<file path="src/rtl/core/grs_pkg.sv">
package grs_pkg;

    localparam int VALUE_W = 32;
    localparam int GSIZE_W = 5;
    localparam logic [GSIZE_W-1:0] GSIZE_RESET = 5'd2;

    typedef struct packed {
        logic accept;
        logic issue;
    } cmd_t;

    typedef struct packed {
        logic trigger;
        logic last_read;
    } sts_t;

endpackage

</file>
<file path="src/rtl/core/grs_ram.sv">
module grs_ram #(
    parameter int WIDTH = 32,
    parameter int DEPTH = 16
) (
    input  logic                                  clk,
    input  logic                                  we,
    input  logic [((DEPTH > 1) ? $clog2(DEPTH) : 1)-1:0] waddr,
    input  logic [WIDTH-1:0]                      wdata,
    input  logic                                  re,
    input  logic [((DEPTH > 1) ? $clog2(DEPTH) : 1)-1:0] raddr,
    output logic [WIDTH-1:0]                      rdata
);

    logic [WIDTH-1:0] mem [DEPTH];
    logic [WIDTH-1:0] rdata_reg;

    always_ff @(posedge clk)
    begin
        if (we)
        begin
            mem[waddr] <= wdata;
        end
        if (re)
        begin
            rdata_reg <= mem[raddr];
        end
    end

    assign rdata = rdata_reg;

endmodule

</file>
<file path="src/rtl/core/grs_ctrl.sv">
module grs_ctrl
    import grs_pkg::*;
(
    input  logic clk,
    input  logic rst_n,
    input  logic in_valid,
    output logic in_ready,
    output logic out_valid,
    input  logic out_ready,
    input  sts_t sts,
    output cmd_t cmd
);

    typedef enum logic {
        ST_IDLE,
        ST_EMIT
    } state_t;

    state_t state_reg;
    state_t state_next;
    logic   out_valid_reg;
    logic   out_valid_next;
    logic   adv;

    assign adv = !out_valid_reg || out_ready;

    always_comb
    begin
        state_next     = state_reg;
        out_valid_next = out_valid_reg;
        cmd.accept     = 1'b0;
        cmd.issue      = 1'b0;
        if (out_valid_reg && out_ready)
        begin
            out_valid_next = 1'b0;
        end
        case (state_reg)
            ST_IDLE:
            begin
                if (in_valid)
                begin
                    cmd.accept = 1'b1;
                    if (sts.trigger)
                    begin
                        state_next = ST_EMIT;
                    end
                end
            end
            ST_EMIT:
            begin
                if (adv)
                begin
                    cmd.issue      = 1'b1;
                    out_valid_next = 1'b1;
                    if (sts.last_read)
                    begin
                        state_next = ST_IDLE;
                    end
                end
            end
            default:
            begin
                state_next = ST_IDLE;
            end
        endcase
    end

    always_ff @(posedge clk or negedge rst_n)
    begin
        if (!rst_n)
        begin
            state_reg     <= ST_IDLE;
            out_valid_reg <= 1'b0;
        end
        else
        begin
            state_reg     <= state_next;
            out_valid_reg <= out_valid_next;
        end
    end

    assign in_ready  = (state_reg == ST_IDLE);
    assign out_valid = out_valid_reg;

endmodule

</file>
<file path="src/rtl/core/grs_dpath.sv">
module grs_dpath
    import grs_pkg::*;
#(
    parameter int MAX_GROUP = 16
) (
    input  logic                      clk,
    input  logic                      rst_n,
    input  cmd_t                      cmd,
    output sts_t                      sts,
    input  logic                      cfg_valid,
    input  logic [GSIZE_W-1:0]        group_size,
    input  logic signed [VALUE_W-1:0] value,
    input  logic                      end_of_sequence,
    output logic signed [VALUE_W-1:0] out_value,
    output logic                      burst_last,
    output logic                      sequence_last
);

    localparam int AW = (MAX_GROUP > 1) ? $clog2(MAX_GROUP) : 1;
    localparam int CW = $clog2(MAX_GROUP + 1);
    localparam int KW = (CW > GSIZE_W) ? CW : GSIZE_W;

    logic [GSIZE_W-1:0] gsize_reg;
    logic [CW-1:0]      fill_reg;
    logic [CW-1:0]      fill_next;
    logic [CW-1:0]      rem_reg;
    logic [CW-1:0]      rem_next;
    logic [AW-1:0]      rd_ptr_reg;
    logic [AW-1:0]      rd_ptr_next;
    logic               rev_reg;
    logic               rev_next;
    logic               eos_reg;
    logic               eos_next;
    logic               burst_reg;
    logic               burst_next;
    logic               seq_reg;
    logic               seq_next;

    logic [KW-1:0]      gs_ext;
    logic [KW-1:0]      k_eff;
    logic [CW-1:0]      fill_c;
    logic [CW-1:0]      n_cnt;
    logic               full_group;
    logic [AW-1:0]      wr_addr;
    logic [VALUE_W-1:0] rd_data;

    assign gs_ext = KW'(gsize_reg);

    always_comb
    begin
        if (gs_ext == '0)
        begin
            k_eff = KW'(1);
        end
        else if (gs_ext > KW'(MAX_GROUP))
        begin
            k_eff = KW'(MAX_GROUP);
        end
        else
        begin
            k_eff = gs_ext;
        end
    end

    assign fill_c     = (fill_reg >= CW'(MAX_GROUP)) ? CW'(MAX_GROUP - 1) : fill_reg;
    assign n_cnt      = fill_c + CW'(1);
    assign full_group = (KW'(n_cnt) >= k_eff);
    assign wr_addr    = AW'(fill_c);

    assign sts.trigger   = full_group || end_of_sequence;
    assign sts.last_read = (rem_reg == CW'(1));

    always_comb
    begin
        fill_next   = fill_reg;
        rem_next    = rem_reg;
        rd_ptr_next = rd_ptr_reg;
        rev_next    = rev_reg;
        eos_next    = eos_reg;
        burst_next  = burst_reg;
        seq_next    = seq_reg;
        if (cmd.accept)
        begin
            if (full_group || end_of_sequence)
            begin
                fill_next   = '0;
                rem_next    = n_cnt;
                rev_next    = full_group;
                eos_next    = end_of_sequence;
                rd_ptr_next = full_group ? AW'(n_cnt - CW'(1)) : '0;
            end
            else
            begin
                fill_next = n_cnt;
            end
        end
        if (cmd.issue)
        begin
            rem_next    = rem_reg - CW'(1);
            rd_ptr_next = rev_reg ? (rd_ptr_reg - AW'(1)) : (rd_ptr_reg + AW'(1));
            burst_next  = (rem_reg == CW'(1));
            seq_next    = (rem_reg == CW'(1)) && eos_reg;
        end
    end

    always_ff @(posedge clk or negedge rst_n)
    begin
        if (!rst_n)
        begin
            gsize_reg <= GSIZE_RESET;
            fill_reg  <= '0;
            rem_reg   <= '0;
        end
        else
        begin
            if (cfg_valid)
            begin
                gsize_reg <= group_size;
            end
            fill_reg <= fill_next;
            rem_reg  <= rem_next;
        end
    end

    always_ff @(posedge clk)
    begin
        rd_ptr_reg <= rd_ptr_next;
        rev_reg    <= rev_next;
        eos_reg    <= eos_next;
        burst_reg  <= burst_next;
        seq_reg    <= seq_next;
    end

    grs_ram #(
        .WIDTH (VALUE_W),
        .DEPTH (MAX_GROUP)
    ) u_buf (
        .clk   (clk),
        .we    (cmd.accept),
        .waddr (wr_addr),
        .wdata (value),
        .re    (cmd.issue),
        .raddr (rd_ptr_reg),
        .rdata (rd_data)
    );

    assign out_value     = rd_data;
    assign burst_last    = burst_reg;
    assign sequence_last = seq_reg;

endmodule

</file>
<file path="src/rtl/core/group_reverse_stream.sv">
// channel   signals                                          direction
// in        in_valid in_ready value end_of_sequence          input beats
// out       out_valid out_ready out_value burst_last
//           sequence_last                                    output beats
// cfg       cfg_valid cfg_ready group_size                   register write
//
// an input beat is taken while in_ready is high; a beat that closes a group or a
// sequence of n values then gives n output beats, one per cycle unless the output
// stalls, read back through the single buffer read port once the state enters ST_EMIT
// in_ready stays low while those reads are issued
// reset clears the fill count and sets group_size to 2
// output stalls hold the read port; the last beat may wait while input resumes
module group_reverse_stream
    import grs_pkg::*;
#(
    parameter int MAX_GROUP = 16
) (
    input  logic                      clk,
    input  logic                      rst_n,
    input  logic                      in_valid,
    output logic                      in_ready,
    input  logic signed [VALUE_W-1:0] value,
    input  logic                      end_of_sequence,
    output logic                      out_valid,
    input  logic                      out_ready,
    output logic signed [VALUE_W-1:0] out_value,
    output logic                      burst_last,
    output logic                      sequence_last,
    input  logic                      cfg_valid,
    output logic                      cfg_ready,
    input  logic [GSIZE_W-1:0]        group_size
);

    cmd_t cmd;
    sts_t sts;

    assign cfg_ready = 1'b1;

    grs_ctrl u_ctrl (
        .clk       (clk),
        .rst_n     (rst_n),
        .in_valid  (in_valid),
        .in_ready  (in_ready),
        .out_valid (out_valid),
        .out_ready (out_ready),
        .sts       (sts),
        .cmd       (cmd)
    );

    grs_dpath #(
        .MAX_GROUP (MAX_GROUP)
    ) u_dpath (
        .clk             (clk),
        .rst_n           (rst_n),
        .cmd             (cmd),
        .sts             (sts),
        .cfg_valid       (cfg_valid),
        .group_size      (group_size),
        .value           (value),
        .end_of_sequence (end_of_sequence),
        .out_value       (out_value),
        .burst_last      (burst_last),
        .sequence_last   (sequence_last)
    );

endmodule

</file>
<file path="config.mk">
export PLATFORM = sky130hd
export DESIGN_NAME = group_reverse_stream
export DESIGN_NICKNAME = d
export VERILOG_FILES = /design/src/rtl/core/grs_pkg.sv /design/src/rtl/core/grs_ram.sv /design/src/rtl/core/grs_ctrl.sv /design/src/rtl/core/grs_dpath.sv /design/src/rtl/core/group_reverse_stream.sv
export SDC_FILE = /design/constraint.sdc
export NUM_CORES = 1
export LEC_CHECK = 0
export BUFFER_PORTS_ARGS = -buffer_cell sky130_fd_sc_hd__buf_2
export CORE_AREA = 2 2 231 164
export CTS_CLUSTER_SIZE = 25
export DETAILED_ROUTE_END_ITERATION = 10
export DIE_AREA = 0 0 233 166
export PLACE_DENSITY = 0.77
export SYNTH_ARGS = -nofsm -noshare
export SYNTH_HDL_FRONTEND = slang
export SYNTH_SLANG_ARGS = --single-unit
</file>
<file path="constraint.sdc">
create_clock -name clk -period 4.1 [get_ports clk]
set_input_delay 0.41 -clock clk [delete_from_list [all_inputs] [get_ports clk]]
set_output_delay 0.41 -clock clk [all_outputs]
set_load 0.1 [all_outputs]
</file>
==> results of run 1 <==
[cell families (layout without fill, tap and decap cells)]
logic type / after synthesis / in the layout / share of synthesized area
fa+ha+maj: 14 / 14 / 0.00844
compound gates: 27 / 27 / 0.00873
flops: 569 / 569 / 0.785
other cells: 1 / 2 / 0.000173
xor+xnor: 5 / 5 / 0.00202
mux: 164 / 164 / 0.169
buf+inv: 51 / 213 / 0.0128
simple gates: 70 / 70 / 0.0140
[layer usage]
| layer | vias up | track usage | share of wire |
|---|---|---|---|
| li1 | 4071 | - | - |
| met1 | 5151 | 0.354 | 0.41 |
| met2 | 501 | 0.367 | 0.49 |
| met3 | 64 | 0.0419 | 0.077 |
| met4 | 0 | 0.0515 | 0.017 |
| met5 | - | 0 | 0 |
[through the flow]
step,utilization,power [W],cells,instance area (sq um)
after global routing,0.666,0.0174,1552,24400
after CTS,0.666,0.0169,1551,24400
after floorplan,-,0.0112,901,21700
after global placement,0.621,0.0122,1460,22800
after detailed placement,0.621,0.0122,1460,22800
final,0.666,0.0168,1552,24400
[power by group through the flow]
stage               clock, W  sequential, W  combinational, W
floorplan                  0        0.00840           0.00281
global placement           0        0.00719           0.00498
detailed placement         0        0.00720           0.00503
CTS                  0.00478        0.00709           0.00507
global route         0.00502        0.00711           0.00528
finish               0.00471        0.00708           0.00499
[synthesized netlist by cell type, types with 4 or more instances]
cell type	number	area, sq um
mux4_2	160	3600
dfrtp_1	16	400
clkbuf_1	12	45.0
buf_2	6	30.0
buf_1	9	33.8
o31ai_1	4	30.0
inv_1	12	45.0
nand2_1	29	109
o22ai_1	4	25.0
buf_6	10	113
mux2_2	4	45.0
edfxtp_1	552	16600
ha_1	13	163
nor2_1	24	90.1
[worst paths after layout]
kind	depth (start not counted)	slack (ns)	from	to
worst max-delay path	12	0.71	u_dpath.fill_reg[4]$_DFFE_PN0P_	u_dpath.rem_reg[4]$_DFFE_PN0P_
worst min-delay path	3	0.06	group_size[4]	u_dpath.gs_ext[4]$_DFFE_PN0P_
worst max register to register	12	0.71	u_dpath.fill_reg[4]$_DFFE_PN0P_	u_dpath.rem_reg[4]$_DFFE_PN0P_
worst min register to register	2	0.51	u_dpath.fill_reg[0]$_DFFE_PN0P_	u_dpath.fill_reg[0]$_DFFE_PN0P_
max in group asynchronous	2	3.46	rst_n	u_dpath.gs_ext[1]$_DFFE_PN1P_
min in group asynchronous	2	0.32	rst_n	u_dpath.gs_ext[3]$_DFFE_PN0P_
[worst max-delay path, cell delays in order, from the launching register on]
cell,delay (ns)
dfrtp_1,0.44
or2_2,0.38
ha_1,0.25
xor2_1,0.24
inv_1,0.10
ha_1,0.31
a21o_1,0.19
a31oi_1,0.21
o21ai_1,0.22
nand2_1,0.22
inv_2,0.11
or2_1,0.33
o221a_1,0.27
[placed cells by master, fill, tap and decap left out, types with 3 or more instances in the layout]
cell | netlist | routed
inv_1 | 12 | 11
mux2_2 | 4 | 4
a21o_1 | 3 | 3
edfxtp_1 | 552 | 552
buf_4 | 1 | 29
mux4_2 | 160 | 160
clkbuf_16 | 0 | 51
nor2_4 | 0 | 16
o21ai_0 | 3 | 3
dfrtp_1 | 16 | 16
o31ai_1 | 4 | 4
clkinv_2 | 0 | 10
o22ai_1 | 4 | 4
xnor2_1 | 3 | 3
ha_1 | 13 | 13
buf_2 | 6 | 78
bufinv_16 | 0 | 7
nand2b_1 | 3 | 3
a21oi_1 | 3 | 3
nor3_1 | 3 | 3
clkbuf_1 | 12 | 5
clkinv_1 | 0 | 13
nor2_1 | 24 | 8
nand2_1 | 29 | 29
[repair_timing]
| action | CTS | global route |
|---|---|---|
| hold buffers | 1 | 0 |
| setup endpoints to repair | 0 | 0 |
| endpoints found under the hold margin | 16 | 0 |
[layout make-up]
cell class	instances	area, sq um	share of cell area
Clock inverter	34	342	0.0140
Tap cell	488	611	0.0250
Sequential cell	569	17000	0.695
Timing Repair Buffer	110	658	0.0269
Inverter	13	48.8	0.00200
Antenna cell	1	2.50	0.000102
Multi-Input combinational cell	281	4490	0.184
Clock buffer	56	1290	0.0530
==> results.sh, run 1 <==
export IMPL_via_per_inst=6.31
export IMPL_setup_violations=0
export IMPL_combPwrFrac=0.297
export IMPL_status="completed"
export IMPL_p_sw_frac=0.315
export IMPL_place_gp_congestion=0.795
export IMPL_portBuffers=78
export IMPL_cts_resized=0
export IMPL_ys_seq_elements=569
export IMPL_grt_overflow=0
export IMPL_drt_initial_drc_count=1064
export IMPL_fillers=2203
export IMPL_intPower_w=0.0115
export IMPL_power_density_nw_per_um2=686
export IMPL_rsz0062_at_grt="no"
export IMPL_totalWireLength_microns=43400
export IMPL_area_growth_pct=12.9
export IMPL_ys_async_sr_fraction=0.0299
export IMPL_root_buffer="clkbuf_16"
export IMPL_ys_warn_count=0
export IMPL_syn_inst=901
export IMPL_grt_pass1_vias=10200
export IMPL_syn_nets=958
export IMPL_grt_max_degree=131
export IMPL_skew_ns=0.0122
export IMPL_min_period_ns=3.39
export IMPL_tightest_slew_ns=1.01
export IMPL_syn_area_per_cell_sq_um=24.0
export IMPL_ir_worst_vdd_mv=0.628
export IMPL_firstDrtPassIters=7
export IMPL_cts_buffer_depth=3
export IMPL_synth_seq_area_share=0.785
export IMPL_synth_edf_count=552
export IMPL_pwr_share_clk=0.281
export IMPL_fp_dieW_microns=233
export IMPL_core_area_sq_um=36700
export IMPL_rows=59
export IMPL_dp_hpwl_microns=23700
export IMPL_p_sw_w=0.00529
export IMPL_antenna_found_initial=1
export IMPL_report_final_slew_viol_count=0
export IMPL_grt_usage=0.234
export IMPL_worst_hold_slack_ns=0.0613
export IMPL_preCtsSetupSlack_ns=0.814
export IMPL_p_leak_nw=7.86
export IMPL_tritoncts="built"
export IMPL_start_util=0.590
export IMPL_cts_sinks=569
export IMPL_netlist_area_sq_um=21700
export IMPL_die_y_microns=166
export IMPL_cp_max_fo=8
export IMPL_cts_buffers=50
export IMPL_grt_first_pass_wirelength_microns=66000
export IMPL_crit_required_ns=4.55
export IMPL_clk_pin_slew_ns=0.07
export IMPL_synth_distinct_cells=42
export IMPL_ios=80
export IMPL_largest_reg_flops=512
export IMPL_drc=0
export IMPL_num_vias=9787
export IMPL_setup_slack_ns=0.714
export IMPL_worstSetupStartpointType="flip-flop"
export IMPL_slew_headroom=0.326
export IMPL_criticalPathCategory="reg2reg"
export IMPL_crit_path_end_kind="flip-flop"
export IMPL_fin_setup_tns_ns=0
export IMPL_arrival_ns=3.84
export IMPL_drive_gt1_frac=0.343
export IMPL_antenna_left=0
export IMPL_final_nets=1082
export IMPL_finalCritPeriodShare=0.826
export IMPL_worstHoldPathType="in2reg"
export IMPL_postCtsSetupRepairBufs=0
export IMPL_finalHoldViolCount=0
export IMPL_fmaxAchievable_mhz=295
export IMPL_synth_ff_type="edfxtp_1"
export IMPL_clk_latency_ns=0.57
export IMPL_htreeDepth=2
export IMPL_dieArea_sq_um=38700
export IMPL_p_seq_frac=0.422
export IMPL_wl_per_cell_microns=27.9
export IMPL_max_cap_violations=0
(Power assumes the default switching activity.)
==> run 2, diff against run 1 <==
==> constraint.sdc (replaced) <==
create_clock -name clk -period 3.2 [get_ports clk]
set_input_delay 0.32 -clock clk [delete_from_list [all_inputs] [get_ports clk]]
set_output_delay 0.32 -clock clk [all_outputs]
set_load 0.1 [all_outputs]
==> run 2 against run 1 <==
Worst setup slack worse by 0.52 ns; clock skew is 0.0029 ns higher; non-clock buffer count is 19 higher; combinational power is 33% higher; die area stayed put; flip-flop and latch count stayed put; final area is 1.2% higher; sequential power is 27% higher; total power is 29% higher; routed wire length is 5.8% higher; critical path depth stayed put; global-route usage is 1.0 points higher; critical path type unchanged; largest power group unchanged.
==> results.sh, run 2 (synthesis gave the netlist of run 1 again) <==
export IMPL_largest_reg_flops=512
export IMPL_skew_ns=0.0151
export IMPL_ios=80
export IMPL_setup_violations=0
export IMPL_wl_per_cell_microns=29.1
export IMPL_max_cap_violations=0
export IMPL_drt_initial_drc_count=1123
export IMPL_area_growth_pct=14.3
export IMPL_layout_cells_non_filler=1578
export IMPL_clk_pin_slew_ns=0.06
export IMPL_final_nets=1103
export IMPL_crit_path_end_kind="flip-flop"
export IMPL_worstHoldPathType="in2reg"
export IMPL_htreeDepth=2
export IMPL_post_route_util=0.674
export IMPL_grt_pass1_vias=10600
export IMPL_cts_buffers=52
export IMPL_place_gp_congestion=0.793
export IMPL_cp_max_fo=8
export IMPL_root_buffer="clkbuf_16"
export IMPL_place_inst=1472
export IMPL_layout_commonest_cell="edfxtp_1"
export IMPL_totalWireLength_microns=45900
export IMPL_worst_hold_slack_ns=0.0439
export IMPL_report_final_slew_viol_count=0
export IMPL_num_vias=10000
export IMPL_cts_buffer_depth=3
export IMPL_intPower_w=0.0148
export IMPL_drive_gt1_frac=0.353
export IMPL_worstSetupStartpointType="flip-flop"
export IMPL_rows=59
export IMPL_cts_sinks=569
export IMPL_p_sw_w=0.00690
export IMPL_finalCritPeriodShare=0.939
export IMPL_fp_dieW_microns=233
export IMPL_status="completed"
export IMPL_p_leak_nw=7.99
export IMPL_slew_headroom=0.539
export IMPL_drc=0
export IMPL_dieArea_sq_um=38700
export IMPL_fmaxAchievable_mhz=333
export IMPL_grt_usage=0.244
export IMPL_combPwrFrac=0.307
export IMPL_dp_hpwl_microns=23700
export IMPL_core_area_sq_um=36700
export IMPL_grt_first_pass_wirelength_microns=67800
export IMPL_p_sw_frac=0.318
export IMPL_start_util=0.590
export IMPL_criticalPathCategory="reg2reg"
export IMPL_firstDrtPassIters=4
export IMPL_final_cell_mix="edfxtp_1 (552), mux4_2 (160), buf_2 (78)"
export IMPL_ir_worst_vdd_mv=0.596
export IMPL_portBuffers=78
export IMPL_antenna_found_initial=4
export IMPL_finalHoldViolCount=0
export IMPL_pwr_share_clk=0.277
export IMPL_via_per_inst=6.37
export IMPL_fin_setup_tns_ns=0
export IMPL_antenna_left=0
export IMPL_p_seq_frac=0.416
export IMPL_clk_latency_ns=0.59
export IMPL_crit_required_ns=3.67
export IMPL_arrival_ns=3.47
export IMPL_grt_max_degree=41
export IMPL_min_period_ns=3.01
export IMPL_tritoncts="built"
export IMPL_tightest_slew_ns=0.691
export IMPL_power_density_nw_per_um2=876
export IMPL_rsz0062_at_grt="no"
export IMPL_grt_overflow=0
export IMPL_die_y_microns=166
-- run 2: cell types whose count changed in the layout (fill, tap and decap cells not counted), moves of 2 or more --
cell,previous run,this run
dlygate4sd3_1,1,7
buf_12,2,12
clkbuf_16,51,53
bufinv_16,7,4
buf_4,29,32
clkbuf_1,5,7
inv_6,2,5
diode_2,1,4
-- run 2: power groups by stage --
stage	clock network, W	registers, W	logic (W)
floorplan	0	0.0108	0.00360
detailed placement	0	0.00917	0.00664
global placement	0	0.00916	0.00654
global route	0.00636	0.00905	0.00700
finish	0.00600	0.00902	0.00666
CTS	0.00609	0.00902	0.00671
-- run 2: path summary, 6_finish.rpt --
path                                                   endpoint  depth (start not counted)  slack (ns)                             from
max in group asynchronous         u_dpath.gs_ext[1]$_DFFE_PN1P_                          2        2.64                            rst_n
worst max-delay path             u_dpath.rem_reg[2]$_DFFE_PN0P_                         12        0.19  u_dpath.fill_reg[4]$_DFFE_PN0P_
worst min register to register  u_dpath.sequence_last$_DFFE_PP_                          1        0.53        u_dpath.eos_reg$_DFFE_PP_
worst max register to register   u_dpath.rem_reg[2]$_DFFE_PN0P_                         12        0.19  u_dpath.fill_reg[4]$_DFFE_PN0P_
min in group asynchronous         u_dpath.gs_ext[3]$_DFFE_PN0P_                          2        0.24                            rst_n
worst min-delay path              u_dpath.gs_ext[4]$_DFFE_PN0P_                          2        0.04                        cfg_valid
-- run 2: stage by stage --
stage	setup WS [ns]	total power, W	instance area [sq um]
after floorplan	0.285	0.0144	21700
after global placement	0.193	0.0157	23000
after detailed placement	0.172	0.0158	23000
after CTS	0.127	0.0218	24700
after global routing	0.0280	0.0224	24700
final	0.195	0.0217	24700
-- run 2: routing by layer --
| metal | track usage | wire length, microns | vias up |
|---|---|---|---|
| met5 | 0 | 0 | - |
| met4 | 0.0831 | 1280 | 0 |
| met3 | 0.0493 | 3700 | 94 |
| met2 | 0.385 | 22800 | 472 |
| met1 | 0.350 | 18100 | 5357 |
| li1 | - | - | 4121 |
-- run 2: critical path, cell delays in order (launching register included) --
cell and delay (ns):
dfrtp_2 0.45, or2_2 0.36, ha_1 0.25, xor2_1 0.21, inv_1 0.09, ha_1 0.30
a21o_1 0.19, a31oi_2 0.17, o21ai_1 0.12, nand2_1 0.15, inv_2 0.10, or2_4 0.28
o221a_1 0.23
-- run 2: what timing repair did --
item	4_1_cts	5_1_grt
hold buffers	7	0
setup endpoints to repair	0	7
setup buffers	0	1
gates resized for setup	0	3
hold endpoints to repair	23	0
-- run 2: layout make-up --
class,count,area [sq um]
Sequential cell,569,17000
Multi-Input combinational cell,281,4500
Clock inverter,34,279
Antenna cell,4,10.0
Fill cell,2183,11900
Inverter,13,48.8
Tap cell,488,611
Timing Repair Buffer,129,941
Clock buffer,60,1350
